### config.mk
export PLATFORM = sky130hd
export DESIGN_NAME = sprt_cell
export DESIGN_NICKNAME = d
export VERILOG_FILES = /design/src/hdl/sprt_pkg.sv /design/src/hdl/sprt_cell.sv
export SDC_FILE = /design/constraint.sdc
export NUM_CORES = 1
export LEC_CHECK = 0
export BUFFER_PORTS_ARGS = -buffer_cell sky130_fd_sc_hd__buf_4
export CORE_MARGIN = 10
export CORE_UTILIZATION = 50
export DETAILED_ROUTE_END_ITERATION = 8
export PLACE_DENSITY = 0.8
export SYNTH_ARGS = -nofsm -noshare
export SYNTH_HDL_FRONTEND = slang
export SYNTH_SLANG_ARGS = --single-unit
### constraint.sdc
create_clock -name clk -period 3.86 [get_ports clk]
set_clock_uncertainty 0.1 [all_clocks]
set_input_delay 0.579 -clock clk [delete_from_list [all_inputs] [get_ports clk]]
set_output_delay 0.579 -clock clk [all_outputs]
set_load 0.03 [all_outputs]
### src/hdl/sprt_pkg.sv
// Shared page refcount table: package with field widths, codes and beat types.
// Used by every file of the block; depends on nothing.
package sprt_pkg;

    localparam int SPRT_TABLE_ENTRIES = 64;
    localparam int ID_W    = 32;
    localparam int FRAME_W = 20;
    localparam int COUNT_W = 8;
    localparam int SLOT_W  = 6;

    localparam logic [COUNT_W-1:0] COUNT_MAX = {COUNT_W{1'b1}};

    localparam logic FUNC_OPEN  = 1'b0;
    localparam logic FUNC_CLOSE = 1'b1;

    typedef enum logic [2:0] {
        ST_OPENED    = 3'd0,
        ST_ALLOCATED = 3'd1,
        ST_FULL      = 3'd2,
        ST_ALLOCFAIL = 3'd3,
        ST_HELD      = 3'd4,
        ST_FREED     = 3'd5,
        ST_NOTFOUND  = 3'd6,
        ST_INVALID   = 3'd7
    } status_t;

    typedef enum logic [1:0] {
        WR_NONE,
        WR_ALLOC,
        WR_COUNT,
        WR_FREE
    } wr_op_t;

    typedef enum logic [1:0] {
        FSM_IDLE,
        FSM_SCAN,
        FSM_RESOLVE
    } fsm_t;

    typedef struct packed {
        logic               func;
        logic [ID_W-1:0]    page_id;
        logic [FRAME_W-1:0] new_frame;
    } req_t;

    typedef struct packed {
        status_t            status;
        logic [SLOT_W-1:0]  slot;
        logic [FRAME_W-1:0] frame;
        logic [COUNT_W-1:0] ref_count;
    } rsp_t;

    // search token passed down the chain; indexes travel beside it
    typedef struct packed {
        logic               hit;
        logic [FRAME_W-1:0] hit_frame;
        logic [COUNT_W-1:0] hit_count;
        logic               free_seen;
    } tok_t;

    // update broadcast to all cells; the addressed cell applies it
    typedef struct packed {
        wr_op_t             op;
        logic [FRAME_W-1:0] frame;
        logic [COUNT_W-1:0] count;
    } wr_t;

endpackage

### src/hdl/sprt_cell.sv
// One table entry (id, frame, count) plus one stage of the search token chain.
// Depends on sprt_pkg.
module sprt_cell
    import sprt_pkg::*;
#(
    parameter int IDX_W    = $clog2(SPRT_TABLE_ENTRIES),
    parameter int CELL_IDX = 0
)
(
    input  logic               clk,
    input  logic               rst_n,
    input  logic [ID_W-1:0]    key,
    input  wr_t                wr,
    input  logic [IDX_W-1:0]   wr_idx,
    input  tok_t               tok_in,
    input  logic [IDX_W-1:0]   hit_idx_in,
    input  logic [IDX_W-1:0]   free_idx_in,
    output tok_t               tok_out,
    output logic [IDX_W-1:0]   hit_idx_out,
    output logic [IDX_W-1:0]   free_idx_out
);

    localparam logic [IDX_W-1:0] MY_IDX = IDX_W'(CELL_IDX);

    logic [ID_W-1:0]    id_reg, id_next;
    logic [FRAME_W-1:0] frame_reg, frame_next;
    logic [COUNT_W-1:0] count_reg, count_next;
    tok_t               tok_reg, tok_next;
    logic [IDX_W-1:0]   hit_idx_reg, hit_idx_next;
    logic [IDX_W-1:0]   free_idx_reg, free_idx_next;

    always_comb
    begin
        id_next    = id_reg;
        frame_next = frame_reg;
        count_next = count_reg;
        if (wr.op != WR_NONE && wr_idx == MY_IDX)
        begin
            case (wr.op)
                WR_ALLOC:
                begin
                    id_next    = key;
                    frame_next = wr.frame;
                    count_next = wr.count;
                end
                WR_COUNT:
                begin
                    count_next = wr.count;
                end
                WR_FREE:
                begin
                    id_next    = '0;
                    frame_next = '0;
                    count_next = '0;
                end
                default:
                begin
                end
            endcase
        end
    end

    // fold this entry into the token: lowest match and lowest empty win
    always_comb
    begin
        tok_next      = tok_in;
        hit_idx_next  = hit_idx_in;
        free_idx_next = free_idx_in;
        if (!tok_in.hit && id_reg == key)
        begin
            tok_next.hit       = 1'b1;
            tok_next.hit_frame = frame_reg;
            tok_next.hit_count = count_reg;
            hit_idx_next       = MY_IDX;
        end
        if (!tok_in.free_seen && id_reg == '0)
        begin
            tok_next.free_seen = 1'b1;
            free_idx_next      = MY_IDX;
        end
    end

    always_ff @(posedge clk or negedge rst_n)
    begin
        if (!rst_n)
        begin
            id_reg       <= '0;
            frame_reg    <= '0;
            count_reg    <= '0;
            tok_reg      <= '0;
            hit_idx_reg  <= '0;
            free_idx_reg <= '0;
        end
        else
        begin
            id_reg       <= id_next;
            frame_reg    <= frame_next;
            count_reg    <= count_next;
            tok_reg      <= tok_next;
            hit_idx_reg  <= hit_idx_next;
            free_idx_reg <= free_idx_next;
        end
    end

    assign tok_out      = tok_reg;
    assign hit_idx_out  = hit_idx_reg;
    assign free_idx_out = free_idx_reg;

endmodule

==> reports/metrics.csv, run 1 <==
stage,metric,value,unit
yosys,synthCells,404,
layout,nets,662,
floorplan,die_y,114,um
drt,drt_pass1_iterations,4,
floorplan,dieArea,12900,um^2
global_route,met2_usage,0.281,
layout,final_area,5800,um^2
global_route,antenna_found_initial,0,
worst_setup_path,crit_path_start_kind,flop,
clock_network,post-cts-setup-buffer-count,0,
global_route,top_usage_layer,met2,
job,max-cap-violations,0,
timing,finalCritPeriodShare,0.624,
pwr,p_total,2.24,mW
clock_network,hold_buffers,0,
placement,dp_hpwl,8370,um
timing,fin_hold_ws,0.337,ns
clock_network,cts_tree,built,
placement,port_buffers,153,
timing,min_period,2.41,ns
timing,finalSetupViolations,0,
pwr,ir_drop,229,uV
global_route,grt_use_total,0.174,
yosys,yosys_warnings,0,
yosys,syn_area,4390,um^2
global_route,met1_usage,0.217,
global_route,use_met3,0.0667,
layout,antenna_cells,0,
drt,drcViolationCount,0,
clock_network,cts_made_buffers,9,
clock_network,htreeDepth,3,
worst_setup_path,end_kind,flop,
placement,place_ws,1.17,ns
clock_network,clk_latency,0.35,ns
floorplan,core_area,8640,um^2
placement,place_inst,647,
clock_network,cts_buffer_depth,2,
timing,worst-slew-pin-transition,1.14,ns
pwr,cellPowerDensity,387,nW/um^2
yosys,ys_seq_elements,102,
yosys,syn-mean-instance-area,10.9,um^2
floorplan,num_rows,34,
timing,setup-tns-final,0,ns
yosys,yosysSeqAreaShare,0.581,
worst_setup_path,required,3.99,ns
worst_setup_path,cp_max_fo,34,
clock_network,clk_pin_slew_worst_paths,0.09,ns
layout,area_delta_synth_final,32.0,%
drt,wl_per_cell,17.0,um
run_status,outcome,"complete, no violations",
drt,vias_per_cell,5.06,
worst_setup_path,arrival,2.54,ns
placement,dpl_cell_area,5610,um^2
timing,fmax,0.415,GHz
global_route,grt_pass1_wl,18200,um
layout,largest_reg_flops,32,
timing,final-hold-violation-count,0,
timing,slew_headroom,0.238,
drt,ant_nets,0,
clock_network,cts-root-buf,clkbuf_8,
layout,nFillCells,669,
timing,slew_violations,0,
clock_network,cts_resized,0,
yosys,syn_nets,516,
floorplan,initial_utilization,0.509,
drt,first_iter_violations,163,
floorplan,io_pins,154,
yosys,ys_types,18,
drt,via_count,3350,
worst_setup_path,path_class,flop to flop,
global_route,grt.overflow.total,0,
timing,setup_ws,1.45,ns
min_path,hp-class,input pin to flop,
clock_network,clock-sinks,102,
drt,wirelength,11200,um
layout,finalNonFillerCells,662,
placement,gp_congestion,0.790,
global_route,grt_pass1_vias,3553,
layout,fin_util,0.672,
global_route,grt_max_degree,105,
timing,rsz0062_at_grt,false,
layout,drive_gt1_frac,0.357,
pwr,power.leakage,2.79,nW
floorplan,die_width,114,um
-- cell type report --
| cell class | count | area [um^2] | share of cell area |
|---|---|---|---|
| clock buffers | 12 | 145 | 0.0250 |
| clock inverters | 3 | 45.0 | 0.00777 |
| multi-input cells | 281 | 1750 | 0.302 |
| flip-flops and latches | 102 | 2550 | 0.440 |
| well taps | 108 | 135 | 0.0233 |
| repair buffers | 156 | 1170 | 0.202 |
-- synth_stat cells, drive strengths merged --
master,count,area share
dfrtp,102,0.58
nand2,69,0.059
o21ai,60,0.068
nand2b,52,0.074
xor2,32,0.064
mux2,28,0.072
clkbuf,18,0.015
nor4,17,0.024
nor2b,12,0.017
nand4,4,0.0057
buf,3,0.0077
nor3,2,0.0048
o21bai,2,0.0034
nand3,1,0.0011
nor2,1,0.00085
o211ai,1,0.0017
-- cell usage in the layout, fill, tap and decap left out, types with 2 or more instances in the layout --
master,Yosys,layout
clkinvlp_4,0,2
buf_4,0,156
nor4_1,17,17
o21bai_1,2,2
dfrtp_1,102,102
clkbuf_1,18,2
xor2_1,32,32
nand2_1,69,69
nor2b_1,12,12
nand2b_1,52,52
nand4_1,4,4
clkbuf_8,0,10
o21ai_0,60,60
mux2_2,27,27
-- metal layers --
metal  wire length [um]  part of all wire  vias up
met5                  0                 0        -
met4                 80            0.0071        0
li1                   -                 -     1627
met3                979             0.087        6
met1               4740              0.42     1584
met2               5430              0.48      133
-- worst max-delay path, stage by stage, from the launching register on --
cell	delay [ns]
dfrtp_1	0.43
xor2_1	0.15
nor4_1	0.35
nand4_1	0.23
nor3_4	0.20
buf_4	0.41
mux2_2	0.39
-- cells by family (layout without fill, tap and decap cells) --
kind of cell / count (synthesis) / after routing / synth area share
flops: 102 / 102 / 0.581
compound gates: 63 / 63 / 0.0735
mux: 28 / 28 / 0.0718
xor+xnor: 32 / 32 / 0.0638
buf+inv: 21 / 171 / 0.0231
simple gates: 158 / 158 / 0.187
-- final timing paths --
| kind | slack [ns] | depth (start not counted) | start | to |
|---|---|---|---|---|
| setup reg to reg | 1.45 | 6 | id_reg[15]$_DFFE_PN0P_ | tok_out[3]$_DFF_PN0_ |
| hold reg to reg | 0.38 | 2 | frame_reg[5]$_DFFE_PN0P_ | frame_reg[5]$_DFFE_PN0P_ |
| hold / removal | 0.34 | 2 | tok_in[0] | tok_out[0]$_DFF_PN0_ |
| max in group asynchronous | 2.52 | 2 | rst_n | frame_reg[18]$_DFFE_PN0P_ |
| min in group asynchronous | 0.35 | 1 | rst_n | tok_out[11]$_DFF_PN0_ |
| setup / recovery | 1.45 | 6 | id_reg[15]$_DFFE_PN0P_ | tok_out[3]$_DFF_PN0_ |
-- power breakdown --
| group | internal [mW] | switching, mW | total (mW) |
|---|---|---|---|
| clock network | 0.315 | 0.349 | 0.665 |
| registers | 1.15 | 0.0476 | 1.20 |
| logic | 0.184 | 0.199 | 0.382 |
No activity file was read; power rests on OpenSTA's default activity.
==> run 2: changes to the inputs <==
--- a/config.mk
+++ b/config.mk
@@ -7,9 +7,9 @@
 export LEC_CHECK = 0
 export BUFFER_PORTS_ARGS = -buffer_cell sky130_fd_sc_hd__buf_4
 export CORE_MARGIN = 10
-export CORE_UTILIZATION = 50
+export CORE_UTILIZATION = 45
 export DETAILED_ROUTE_END_ITERATION = 8
-export PLACE_DENSITY = 0.8
+export PLACE_DENSITY = 0.76
 export SYNTH_ARGS = -nofsm -noshare
 export SYNTH_HDL_FRONTEND = slang
 export SYNTH_SLANG_ARGS = --single-unit
==> constraint.sdc (replaced) <==
create_clock -name clk -period 2.2 [get_ports clk]
set_clock_uncertainty 0.1 [all_clocks]
set_input_delay 0.33 -clock clk [delete_from_list [all_inputs] [get_ports clk]]
set_output_delay 0.33 -clock clk [all_outputs]
set_load 0.03 [all_outputs]
==> run 2 against run 1 <==
  * The run now ends with setup timing left
  * Clock power up 77%
  * Combinational power up 84%
  * Die area rose by 9.1%
  * Power up 77%
  * Worst setup slack worse by 1.5 ns
  * Sequential power grew 75%
  * Sequential share of layout area fell by 1.6 points
  * Flip-flop and latch count is the same
  * Via count is 1.1% lower
  * Register-to-register slack worse by 1.5 ns
  * Global-route usage shrank 1.1 points
  * Largest power group unchanged
==> reports/metrics.csv, run 2 (same netlist as run 1, synthesis figures left out) <==
stage,metric,value,unit,change
min_path,hp-class,input pin to flop,,unchanged
pwr,cellPowerDensity,661,nW/um^2,was 387 nW/um^2
floorplan,die_width,119,um,was 114 um
timing,finalCritPeriodShare,1.01,,was 0.624
global_route,use_met3,0.0514,,was 0.0667
clock_network,clk_latency,0.35,ns,about the same
global_route,antenna_found_initial,0,,unchanged
placement,dpl_cell_area,5720,um^2,was 5610 um^2
min_path,holdPathStages,2,,unchanged
clock_network,clk_pin_slew_worst_paths,0.10,ns,was 0.09 ns
global_route,met2_usage,0.262,,was 0.281
worst_setup_path,end_kind,flop,,unchanged
clock_network,clock-sinks,102,,unchanged
worst_setup_path,path_class,flop to flop,,unchanged
global_route,grt_use_total,0.162,,was 0.174
layout,nFillCells,845,,was 669
drt,via_count,3313,,was 3350
min_path,min_to,free_idx_out[3]$_DFF_PN0_,,was tok_out[0]$_DFF_PN0_
layout,finalNonFillerCells,702,,was 662
clock_network,cts-root-buf,clkbuf_8,,unchanged
timing,slew_violations,0,,unchanged
global_route,grt.overflow.total,0,,unchanged
worst_setup_path,crit_path_start_kind,flop,,unchanged
drt,ant_nets,0,,unchanged
worst_setup_path,arrival,2.37,ns,was 2.54 ns
placement,dp_hpwl,8620,um,was 8370 um
layout,area_delta_synth_final,37.1,%,was 32.0%
drt,drt_pass1_iterations,4,,unchanged
min_path,hold_start,free_idx_in[3],,was tok_in[0]
timing,rsz0062_at_grt,true,,was false
drt,wirelength,11500,um,was 11200 um
timing,final-hold-violation-count,0,,unchanged
layout,largest_reg_flops,32,,unchanged
drt,vias_per_cell,4.72,,was 5.06
timing,finalSetupViolations,27,,was 0
worst_setup_path,cp_max_fo,17,,was 34
floorplan,initial_utilization,0.456,,was 0.509
timing,slew_headroom,0.333,,was 0.238
clock_network,cts_made_buffers,9,,unchanged
floorplan,die_y,119,um,was 114 um
layout,final_cell_mix,"buf_4, dfrtp_1, nand2_1, o21ai_0, nand2b_1",,unchanged
floorplan,io_pins,154,,unchanged
global_route,grt_pass1_vias,3581,,was 3553
floorplan,dieArea,14100,um^2,was 12900 um^2
floorplan,num_rows,36,,was 34
global_route,grt_max_degree,65,,was 105
layout,nets,676,,was 662
timing,min_period,2.23,ns,was 2.41 ns
job,max-cap-violations,0,,unchanged
placement,gp_congestion,0.792,,was 0.790
layout,mostFrequentLayoutCell,buf_4,,unchanged
layout,final_area,6020,um^2,was 5800 um^2
worst_setup_path,required,2.35,ns,was 3.99 ns
worst_setup_path,r2r-start,id_reg[6]$_DFFE_PN0P_,,was id_reg[15]$_DFFE_PN0P_
floorplan,core_area,9640,um^2,was 8640 um^2
timing,fin_hold_ws,0.0862,ns,was 0.337 ns
worst_setup_path,ff2ff_path_depth,7,,was 6
layout,antenna_cells,0,,unchanged
pwr,power.leakage,2.88,nW,was 2.79 nW
run_status,violations,setup timing,,
global_route,top_usage_layer,met2,,unchanged
placement,place_inst,679,,was 647
run_status,outcome,"complete, but fails checks",,"was complete, no violations"
timing,fmax,0.449,GHz,was 0.415 GHz
global_route,grt_pass1_wl,18600,um,was 18200 um
layout,drive_gt1_frac,0.383,,was 0.357
timing,worst-slew-pin-transition,0.996,ns,was 1.14 ns
drt,wl_per_cell,16.4,um,was 17.0 um
timing,setup_ws,-0.0267,ns,was 1.45 ns
global_route,met1_usage,0.211,,was 0.217
clock_network,cts_buffer_depth,2,,unchanged
drt,first_iter_violations,196,,was 163
worst_setup_path,r2r-end,tok_out[1]$_DFF_PN0_,,was tok_out[3]$_DFF_PN0_
worst_setup_path,rrSetupSlack,-0.03,ns,was 1.45 ns
pwr,ir_drop,449,uV,was 229 uV
drt,drcViolationCount,0,,unchanged
placement,port_buffers,153,,unchanged
clock_network,cts_tree,built,,unchanged
clock_network,htreeDepth,3,,unchanged
==> run 2: changes by cell type in the layout (fill, tap and decap cells not counted), sizes merged <==
cell | before | now
dlygate4sd3 | 0 | 1
buf | 156 | 169
inv | 0 | 2
clkinvlp | 2 | 3
clkbuf | 12 | 10
==> run 2: final cells by class <==
class                           count  area (um^2)  area share
Clock buffer                       10          128      0.0212
Sequential cell                   102         2550       0.424
Multi-Input combinational cell    281         1780       0.296
Timing Repair Buffer              170         1320       0.220
Tap cell                          133          166      0.0276
Clock inverter                      6         70.1      0.0116
==> run 2: through the flow <==
step | util | TNS, ns | worst slack, ns | total power, mW
finish | 0.625 | -0.414 | -0.0267 | 3.98
global route | 0.625 | -2.59 | -0.107 | 4.20
CTS | 0.622 | -0.00916 | -0.00487 | 4.03
detailed placement | 0.593 | -1.49 | -0.0653 | 2.83
floorplan | - | 0 | 0.137 | 2.45
global placement | 0.593 | -1.17 | -0.0461 | 2.81
==> run 2: what timing repair did <==
item	in CTS	in global routing
hold buffers	1	0
gates cloned	1	0
endpoints found under the setup margin	18	28
resized for setup	2	4
hold endpoints to repair	24	0
buffers inserted	5	0
pin swaps	4	1
==> run 2: worst max-delay path by stage <==
stage,start,cells past startpoint,endpoint
6_report,id_reg[6]$_DFFE_PN0P_,7,tok_out[1]$_DFF_PN0_
5_1_grt,id_reg[6]$_DFFE_PN0P_,7,tok_out[8]$_DFF_PN0_
4_1_cts,id_reg[4]$_DFFE_PN0P_,7,tok_out[1]$_DFF_PN0_
3_5_place_dp,key[10],7,tok_out[19]$_DFF_PN0_
3_3_place_gp,key[10],7,tok_out[17]$_DFF_PN0_
2_1_floorplan,id_reg[28]$_DFFE_PN0P_,6,tok_out[10]$_DFF_PN0_
==> run 2: critical path, stage by stage, from the launching register on <==
cell,delay (ns)
dfrtp_1,0.42
xor2_1,0.18
nor4_2,0.32
nand4_1,0.20
nor3_4,0.23
buf_4,0.17
buf_16,0.16
mux2_2,0.34
==> run 2: where the power goes <==
| part | switching (mW) | internal [mW] |
|---|---|---|
| clock | 0.644 | 0.535 |
| sequential | 0.0840 | 2.02 |
| combinational | 0.361 | 0.342 |
==> run 2: routing by layer <==
metal  wire, um  part of all wire  up-vias
li1           -                 -     1659
met1       5270              0.46     1548
met2       5490              0.48      104
met3        729             0.063        2
met4         33            0.0029        0
met5          0                 0        -
